==> src/rtl/rotation_matrix_to_euler_unit_defines.svh <==
// assertion macros shared by the rotation matrix to euler rtl
`ifndef ROTATION_MATRIX_TO_EULER_UNIT_DEFINES_SVH
`define ROTATION_MATRIX_TO_EULER_UNIT_DEFINES_SVH
// implication checked on every rising edge outside reset
`define RME_ASSERT_IMPL(lbl, ante, cons) \
	lbl: assert property (@(posedge clk) disable iff (!arst_n) (ante) |-> (cons)) \
		else $error("check failed");
// implication whose consequent is checked in the next cycle
`define RME_ASSERT_NEXT(lbl, ante, cons) \
	lbl: assert property (@(posedge clk) disable iff (!arst_n) (ante) |=> (cons)) \
		else $error("check failed");
`endif

==> src/rtl/rme_pkg.sv <==
// shared constants and types for the rotation matrix to euler unit
package rme_pkg;
	localparam int CordicStagesDef = 16;
	localparam int TableLen = 24;
	localparam int MatW = 16;
	localparam int AngW = 15;
	localparam int ThrW = 15;
	localparam int SqW = 32;
	localparam int RootW = 16;
	localparam int SqrtSteps = 16;
	localparam int CorW = 34;
	localparam int ZW = 32;
	localparam int OutShift = 15;
	localparam logic signed [AngW-1:0] HalfPiQ13 = 15'sd12868;
	localparam logic [0:0] RegThreshold = 1'b0;

	typedef logic signed [MatW-1:0] mat_t;
	typedef logic signed [AngW-1:0] ang_t;

	// one lane of cordic work: x, y, accumulated angle and zero-denominator result
	typedef struct packed {
		logic signed [CorW-1:0] x;
		logic signed [CorW-1:0] y;
		logic signed [ZW-1:0]   z;
		logic                   den_zero;
		ang_t                   zero_res;
	} cor_lane_t;

	function automatic logic signed [ZW-1:0] atan_entry(input int idx);
		logic signed [ZW-1:0] t [TableLen];
		t = '{32'sd210828714, 32'sd124459457, 32'sd65760959, 32'sd33381290,
			32'sd16755422, 32'sd8385879, 32'sd4193963, 32'sd2097109, 32'sd1048571,
			32'sd524287, 32'sd262144, 32'sd131072, 32'sd65536, 32'sd32768,
			32'sd16384, 32'sd8192, 32'sd4096, 32'sd2048, 32'sd1024, 32'sd512,
			32'sd256, 32'sd128, 32'sd64, 32'sd32};
		return t[idx];
	endfunction
endpackage

==> src/rtl/rme_cordic_cell.sv <==
// one cordic vectoring iteration for one lane, registered
module rme_cordic_cell #(
	parameter int STEP = 0
) (
	input  logic clk,
	input  logic en,
	input  rme_pkg::cor_lane_t lane_i,
	output rme_pkg::cor_lane_t lane_o
);
	import rme_pkg::*;
	logic signed [CorW-1:0] xs, ys;
	always_comb begin
		xs = lane_i.x >>> STEP;
		ys = lane_i.y >>> STEP;
	end
	always_ff @(posedge clk) begin
		if (en) begin
			lane_o.den_zero <= lane_i.den_zero;
			lane_o.zero_res <= lane_i.zero_res;
			if (!lane_i.y[CorW-1]) begin
				lane_o.x <= lane_i.x + ys;
				lane_o.y <= lane_i.y - xs;
				lane_o.z <= lane_i.z + atan_entry(STEP);
			end else begin
				lane_o.x <= lane_i.x - ys;
				lane_o.y <= lane_i.y + xs;
				lane_o.z <= lane_i.z - atan_entry(STEP);
			end
		end
	end
endmodule

==> config.mk <==
export PLATFORM = sky130hd
export DESIGN_NAME = rme_cordic_cell
export DESIGN_NICKNAME = d
export VERILOG_FILES = /design/src/rtl/rotation_matrix_to_euler_unit_defines.svh /design/src/rtl/rme_pkg.sv /design/src/rtl/rme_cordic_cell.sv
export SDC_FILE = /design/constraint.sdc
export NUM_CORES = 1
export LEC_CHECK = 0
export BUFFER_PORTS_ARGS = -buffer_cell sky130_fd_sc_hd__buf_2
export CAP_MARGIN = 20
export CORE_UTILIZATION = 55
export CTS_CLUSTER_DIAMETER = 200
export DETAILED_ROUTE_END_ITERATION = 8
export PLACE_DENSITY = 0.92
export SYNTH_ARGS = -nofsm -noshare
export SYNTH_HDL_FRONTEND = slang
export SYNTH_SLANG_ARGS = --single-unit
export TNS_END_PERCENT = 20
==> constraint.sdc <==
create_clock -name clk -period 13.5 [get_ports clk]
set_input_delay 3.375 -clock clk [delete_from_list [all_inputs] [get_ports clk]]
set_output_delay 3.375 -clock clk [all_outputs]
set_load 0.02 [all_outputs]
==> results by group <==
Clock network
  • Cts bufs inserted: 17
  • Clock-pin slew on the worst setup and hold paths: around 0.06 ns
  • CTS H-tree depth: 4
  • CTS tree: yes
  • Setup bufs post-CTS: 0
  • TritonCTS Sinks: 115
  • Post-CTS sizing: 0
  • Hold Buf Count CTS: 0
  • Clock root buffer: clkbuf_16
  • Max clock buf depth: 2

Synthesis
  • Yosys top cell area share: 0.321
  • Synth area leader: edfxtp_1
  • Main synth FF type: edfxtp_1
  • Commonest cells in the synthesized netlist: 133 x a21oi_1, 129 x ha_1, 115 x edfxtp_1
  • Net Count, Synth: 1448
  • Synthesized instance count: 1197
  • Synthesis warning total: 0
  • Most frequent cell after synthesis: a21oi_1
  • Seq/Total Area, Yosys: 0.321
  • Post-Synthesis Cell Area: 10700 um^2
  • Syn_area_per_cell: 8.97 um^2
  • Top cells by area, synth: edfxtp_1 32%, ha_1 15%, a21oi_1 6.2%, xnor2_1 5.9%, nor2_1 3.6%
  • Post-synth cell types: roughly 80
  • Post-synth EDFFs: 115
  • Yosys reg bits: between 100 and 150
  • Post-synth ARST share: 0

Drt
  • Metal3 WL: 2660 um
  • Avg WL per Cell: 19.6 um
  • Initial DRC count: 1167
  • Via/cell ratio: 6.17
  • Top Layer Used: met4
  • Detailed-route DRC error count: 0
  • Routed Antenna Nets: 0
  • Post-Route WL: between 30000 and 40000 um
  • DR vias: 10400
  • Metal2 WL: between 15000 and 20000 um
  • M1 WL: 13400 um
  • Initial DRT Pass Iterations: 6

Critical path
  • Arr. time, crit path: ~6.7 ns
  • Worst-path maximum fanout: slightly below 70
  • CP startpoint: lane_i[81]
  • WP data required: about 14 ns
  • Setup crit end kind: flip-flop
  • Worst Setup Path Type: input port to flip-flop
  • CP Launch Type: input port

Timing
  • Final period utilization: 0.485
  • RSZ-0062 raised after global routing: no
  • Final setup viols: 0
  • Final setup TNS: 0 ns
  • Slew Limit Headroom: 0.268
  • Final hold vios: 0
  • Slew Limit Fails: 0
  • Worst slew pin tran: 1.10 ns
  • Peak Freq: approximately 0.15 GHz
  • Tmin final: 6.54 ns
  • Setup slack after layout: 6.96 ns

Power and ir drop
  • Static leakage: between 5 and 6 nW
  • Worst vdd ir: between 0.07 and 0.08 mV
  • Overall Power: 1.48 mW
  • Pwr per Cell Area: 117 nW/um^2

Floorplanning
  • Row count: 50
  • Core Box Area: around 19000 um^2
  • Ports: 234
  • Die extent in x: 142 um
  • Initial core utilization: 0.567
  • Die area: 20100 um^2
  • Die H: 142 um

Layout
  • N_diodes: 0
  • Largest registers: lane_o (115)
  • Share of cells above drive strength 1: 0.213
  • Max reg flops: roughly 120
  • Post-Layout Cell Count: 1681
  • Synth-to-layout area growth: 17.8%
  • Fill cells: 1579
  • Top reg by flops: lane_o
  • Final #Nets: between 1500 and 2000

GRT
  • First-pass GRT wire length: 50900 um
  • Total track usage: 0.324
  • Antenna violations before repair: 0
  • Vias in the first global route: approximately 9900
  • Pin count of the biggest net entering global routing: 85
  • Total global routing overflow: 0

Placement
  • # port buffers: roughly 230
  • Dpl ws: 6.66 ns
  • GP Congestion: 0.971
  • Number of instances in the placed design: 1649
  • Detailed placement HPWL: between 20000 and 30000 um

Min path
  • Hold_sp: lane_i[2]
  • Hold Crit Class: input port to flip-flop

Run status
  • Outcome: finished clean

Job
  • Max-cap violation count: 0
==> layer usage <==
metal  vias to the layer above  GRT usage
met5                         -          0
met4                         0      0.149
met3                       111     0.0493
met2                       643      0.551
met1                      4825      0.406
li1                       4789          -
==> final timing paths <==
check                         to  slack (ns)  cells past startpoint
worst max-delay path  lane_o[46]        6.96                     11
worst min-delay path   lane_o[2]        3.12                      1
==> area by class of cell <==
| class | count | area (um^2) | area share |
|---|---|---|---|
| Inverter | 113 | 424 | 0.0335 |
| Clock inverter | 15 | 171 | 0.0135 |
| Multi-Input combinational cell | 925 | 6660 | 0.526 |
| Clock buffer | 17 | 425 | 0.0336 |
| Timing Repair Buffer | 236 | 1190 | 0.0942 |
| Tap cell | 260 | 325 | 0.0257 |
| Sequential cell | 115 | 3450 | 0.273 |
==> where the power goes <==
group          switching (mW)  internal (mW)  leakage (nW)  total [mW]
Clock                   0.183          0.277         0.287       0.460
Sequential             0.0163          0.468          1.13       0.485
Combinational           0.346          0.187          4.34       0.532
Total                   0.545          0.932          5.75        1.48
==> critical path, cell delays in order <==
cell	delay (ns)
buf_2	0.45
buf_4	0.71
ha_1	0.43
a21o_1	0.19
a21o_1	0.21
a311o_1	0.37
a21oi_1	0.32
o2111ai_1	0.18
o21ai_0	0.18
o21ai_1	0.13
xor2_1	0.15
==> cells in the final DEF, fill, tap and decap left out, types with 13 or more instances in the layout <==
cell	Yosys	routed
inv_1	100	100
o21bai_1	19	19
o21a_1	16	16
a31oi_1	18	18
mux2i_1	17	17
a21o_1	36	36
xnor2_1	72	72
nand3_1	23	23
clkbuf_16	0	17
o21ai_0	53	53
a211oi_1	13	13
buf_2	17	232
a21oi_1	133	133
ha_1	129	129
nand2_1	59	59
nor2_1	104	104
nor3_1	24	24
nand4_1	13	13
edfxtp_1	115	115
xor2_1	17	17
o21ai_1	16	16
nor2b_1	13	13
==> kinds of logic after synthesis <==
family,synth area share
compound gates,0.242
flops,0.321
buf+inv,0.0586
xor+xnor,0.0726
mux,0.0158
fa+ha+maj,0.158
simple gates,0.132
==> stage by stage <==
| step | instance area (um^2) | hold WS, ns | util |
|---|---|---|---|
| 3_3_place_gp | 12100 | 3.55 | 0.636 |
| 2_1_floorplan | 10700 | 3.47 | - |
| 3_5_place_dp | 12100 | 3.55 | 0.636 |
| 4_1_cts | 12700 | 3.11 | 0.667 |
| 5_1_grt | 12700 | 3.11 | 0.667 |
| 6_report | 12700 | 3.12 | 0.667 |
Power figures use the tool's default switching activity.
