`config.mk`:
```
export PLATFORM = sky130hd
export DESIGN_NAME = rme_sqrt_cell
export DESIGN_NICKNAME = d
export VERILOG_FILES = /design/src/rtl/rotation_matrix_to_euler_unit_defines.svh /design/src/rtl/rme_pkg.sv /design/src/rtl/rme_sqrt_cell.sv
export SDC_FILE = /design/constraint.sdc
export NUM_CORES = 1
export LEC_CHECK = 0
export ABC_CLOCK_PERIOD_IN_PS = 7100
export BUFFER_PORTS_ARGS = -buffer_cell sky130_fd_sc_hd__buf_4
export CORE_MARGIN = 3
export CORE_UTILIZATION = 54
export CTS_BUF_LIST = sky130_fd_sc_hd__clkbuf_16
export DETAILED_ROUTE_END_ITERATION = 16
export PLACE_DENSITY = 0.92
export SLEW_MARGIN = 5
export SYNTH_ARGS = -nofsm -noshare
export SYNTH_HDL_FRONTEND = slang
export SYNTH_SLANG_ARGS = --single-unit
```
`constraint.sdc`:
```
create_clock -name clk -period 7.1 [get_ports clk]
set_input_delay 1.065 -clock clk [delete_from_list [all_inputs] [get_ports clk]]
set_output_delay 1.065 -clock clk [all_outputs]
set_load 0.1 [all_outputs]
```
`src/rtl/rotation_matrix_to_euler_unit_defines.svh`:
```
// assertion macros shared by the rotation matrix to euler rtl
`ifndef ROTATION_MATRIX_TO_EULER_UNIT_DEFINES_SVH
`define ROTATION_MATRIX_TO_EULER_UNIT_DEFINES_SVH
// implication checked on every rising edge outside reset
`define RME_ASSERT_IMPL(lbl, ante, cons) \
	lbl: assert property (@(posedge clk) disable iff (!arst_n) (ante) |-> (cons)) \
		else $error("check failed");
// implication whose consequent is checked in the next cycle
`define RME_ASSERT_NEXT(lbl, ante, cons) \
	lbl: assert property (@(posedge clk) disable iff (!arst_n) (ante) |=> (cons)) \
		else $error("check failed");
`endif

```
`src/rtl/rme_pkg.sv`:
```
// shared constants and types for the rotation matrix to euler unit
package rme_pkg;
	localparam int CordicStagesDef = 16;
	localparam int TableLen = 24;
	localparam int MatW = 16;
	localparam int AngW = 15;
	localparam int ThrW = 15;
	localparam int SqW = 32;
	localparam int RootW = 16;
	localparam int SqrtSteps = 16;
	localparam int CorW = 34;
	localparam int ZW = 32;
	localparam int OutShift = 15;
	localparam logic signed [AngW-1:0] HalfPiQ13 = 15'sd12868;
	localparam logic [0:0] RegThreshold = 1'b0;

	typedef logic signed [MatW-1:0] mat_t;
	typedef logic signed [AngW-1:0] ang_t;

	// one lane of cordic work: x, y, accumulated angle and zero-denominator result
	typedef struct packed {
		logic signed [CorW-1:0] x;
		logic signed [CorW-1:0] y;
		logic signed [ZW-1:0]   z;
		logic                   den_zero;
		ang_t                   zero_res;
	} cor_lane_t;

	function automatic logic signed [ZW-1:0] atan_entry(input int idx);
		logic signed [ZW-1:0] t [TableLen];
		t = '{32'sd210828714, 32'sd124459457, 32'sd65760959, 32'sd33381290,
			32'sd16755422, 32'sd8385879, 32'sd4193963, 32'sd2097109, 32'sd1048571,
			32'sd524287, 32'sd262144, 32'sd131072, 32'sd65536, 32'sd32768,
			32'sd16384, 32'sd8192, 32'sd4096, 32'sd2048, 32'sd1024, 32'sd512,
			32'sd256, 32'sd128, 32'sd64, 32'sd32};
		return t[idx];
	endfunction
endpackage

```
`src/rtl/rme_sqrt_cell.sv`:
```
// one restoring square root step: one root bit per cell
module rme_sqrt_cell #(
	parameter int STEP = 0
) (
	input  logic clk,
	input  logic en,
	input  logic [rme_pkg::SqW:0]     rem_i,
	input  logic [rme_pkg::RootW-1:0] root_i,
	output logic [rme_pkg::SqW:0]     rem_o,
	output logic [rme_pkg::RootW-1:0] root_o
);
	import rme_pkg::*;
	localparam int Sh = 2 * (RootW - 1 - STEP);
	logic [SqW+1:0] trial;
	logic [SqW+1:0] rem_w;
	logic [RootW-1:0] bitv;
	always_comb begin
		bitv = RootW'(1) << (RootW - 1 - STEP);
		// (2*root + bit) * bit = trial subtrahend, root holds bits above
		trial = ((SqW+2)'(root_i) << (RootW - STEP)) + ((SqW+2)'(1) << Sh);
		rem_w = (SqW+2)'(rem_i);
	end
	always_ff @(posedge clk) begin
		if (en) begin
			if (rem_w >= trial) begin
				rem_o  <= (SqW+1)'(rem_w - trial);
				root_o <= root_i | bitv;
			end else begin
				rem_o  <= rem_i;
				root_o <= root_i;
			end
		end
	end
endmodule

```
==> key figures <==
Logic synthesis
  – Predominant post-synthesis flop cell: edfxtp_1
  – Synthesis Warnings: 0
  – Syn Inst Count: 236
  – Synthesis-stage register bit count: 49
  – Synth top area share: 0.529
  – Largest cells by area after synthesis: edfxtp_1 (53%), ha_1 (8.1%), inv_1 (3.4%)
  – Post-Synthesis Cell Area: 2780 sq um
  – Post-Syn Area per Cell: 11.8 sq um
  – Sequential area share after synthesis: 0.529
  – Synth area leader: edfxtp_1
  – Synth unique cells: 40
  – Most common cell in the netlist: edfxtp_1
  – Synthesized Nets: 306
  – Number of enable flip-flop cells after synthesis: 49
  – Most instantiated cells after synthesis: edfxtp_1 (49), inv_1 (25), nor2_1 (19)
  – Post-synth ARST share: 0

Global route
  – Tot GR Track Use: 0.218
  – Gr ovfl total: 0
  – Global-route wire length before repair: 10500 um
  – Initial antenna violation count: 0
  – Largest net degree at the start of global routing: 50
  – Vias in the first global route: 2320

Placement
  – Number of port buffers: 99
  – DP HPWL: 4930 um
  – Placement Setup Slack: 3.21 ns
  – Cells after DPL: 398
  – Placed cell areas: 3570 sq um
  – RD Place Congestion: 0.815

Final layout
  – Filler Cell Count: 332
  – # diodes: 0
  – Nets: 408
  – Fin cells: 406
  – Area growth, synth to finish: 34.2%
  – Share of layout cells above drive strength 1: 0.363
  – Final Instance Area: 3730 sq um

Floorplanning
  – Die W: 77.8 um
  – Die Footprint: 6050 sq um
  – Initial core utilization: 0.574
  – Row count: 25
  – Core Footprint: 4850 sq um
  – Io pins: 100
  – Die Height: 77.8 um

CTS
  – CTS H-tree lvls: 2
  – Hold_buf cts: 0
  – Setup repair bufs after CTS: 0
  – CTS clock-pin slew for the worst setup and hold paths: 0.06 ns
  – Longest Clk Path Bufs: 2
  – Cts repair resizes: 0
  – CTS tree: built
  – Clock root buffer: clkbuf_16
  – Clock sinks: 49
  – TritonCTS Buffers: 5

Hold path
  – Hold EP: root_o[3]
  – HP Class: input port to flip-flop
  – Hold Crit Depth: 1
  – Min-delay src: root_i[3]

Detailed routing
  – DR WL/cell: 15.7 um
  – DRT antenna net count: 0
  – DR vias: 2192
  – Drt via density: 5.40
  – DRT Wirelength: 6360 um
  – # DRC: 0
  – Drt first pass iters: 4
  – Iter 0 DRT Violations: 80

Timing
  – Slew @ Worst Pin: 0.774 ns
  – Max-slew headroom: 0.484
  – Post-route setup slack: 3.52 ns
  – Max Clock Freq: 0.279 GHz
  – Final Hold Fails: 0
  – Total Neg Setup Slack: 0 ns
  – Max-slew violation count: 0
  – RSZ-0062 raised after global routing: no
  – Min Hold Slack: 0.960 ns
  – Tcrit/Tclk final: 0.504
  – Setup-failing EPs final: 0
  – Period minus WS final: 3.58 ns

Pwr
  – PD cells: 281 nW/um^2
  – LEAKAGE: 1.64 nW
  – Peak supply drop: 0.187 mV

Setup path
  – Data required, critical path: 7.14 ns
  – Critical path endpoint category: flip-flop
  – Crit Path Category: input port to flip-flop
  – CP max FO: 18
  – Crit path launch type: input port
  – Critical Path AT: 3.62 ns

Job
  – Max cap viols: 0

Status
  – Status: finished, final reports clean
cell type report:
class / instances / area, sq um / share of cell area
Clock buffer: 5 / 125 / 0.0335
Clock inverter: 3 / 41.3 / 0.0111
Inverter: 25 / 93.8 / 0.0251
Multi-Input combinational cell: 158 / 1180 / 0.315
Sequential cell: 49 / 1470 / 0.394
Tap cell: 67 / 83.8 / 0.0224
Timing Repair Buffer: 99 / 743 / 0.199
cell usage in the layout (no fill, tap or decap), types with 6 or more instances in the layout:
cell type  netlist  layout
buf_4            0      99
mux2_2           8       8
nor2_1          19      19
ha_1            18      18
nand3_1          7       7
o21ai_0         12      12
a21oi_1         15      15
nand2_1          8       8
inv_1           25      25
nor3_1           6       6
mux2i_1          7       7
edfxtp_1        49      49
worst max path at each step:
stage | start | to | slack, ns | cells past startpoint
3_5_place_dp | root_i[14] | rem_o[24] | 3.21 | 9
5_1_grt | root_i[14] | rem_o[24] | 3.28 | 9
2_1_floorplan | root_i[14] | rem_o[28] | 3.78 | 9
3_3_place_gp | root_i[14] | rem_o[19] | 3.32 | 9
6_report | root_i[14] | rem_o[24] | 3.52 | 9
4_1_cts | root_i[14] | rem_o[21] | 3.51 | 9
per-layer routing:
| metal | GRT usage | vias to the layer above | wire [um] |
|---|---|---|---|
| li1 | - | 1084 | - |
| met1 | 0.255 | 1002 | 2560 |
| met2 | 0.375 | 96 | 3130 |
| met3 | 0.0742 | 10 | 575 |
| met4 | 0.0658 | 0 | 97 |
| met5 | 0 | - | 0 |
sequential cells by signal (all words and copies together) (netlist names):
register	cells
rem_o	33
root_o	16
cells by family (layout without fill, tap and decap cells):
logic type | count (synthesis) | in the layout | synth area share
buffers and inverters | 29 | 132 | 0.0486
AND/OR/NAND/NOR | 61 | 61 | 0.111
flip-flops | 49 | 49 | 0.529
adder cells (fa/ha/maj) | 19 | 19 | 0.0881
AO/OA/AOI/OAI | 53 | 53 | 0.128
XOR/XNOR | 7 | 7 | 0.0220
multiplexers | 18 | 18 | 0.0737
through the flow:
| step | util | power (W) |
|---|---|---|
| detailed placement | 0.736 | 0.000790 |
| global placement | 0.736 | 0.000781 |
| finish | 0.770 | 0.00105 |
| CTS | 0.770 | 0.00105 |
| global route | 0.770 | 0.00109 |
| floorplan | - | 0.000696 |
power breakdown:
part / switching, W / leakage [nW] / internal (W)
clock network: 0.000100 / 0.0775 / 0.000165
logic: 0.000308 / 1.08 / 0.000112
registers: 0.00000846 / 0.480 / 0.000356
critical path, stage by stage:
cell and delay, ns:
buf_4 0.12, ha_1 0.27, inv_1 0.04, ha_1 0.36, nand4_1 0.24, nor4_2 0.28, nand3_1 0.15, a31oi_4 0.67
mux2_2 0.42
Note: power is estimated with default switching activity, not from simulation.
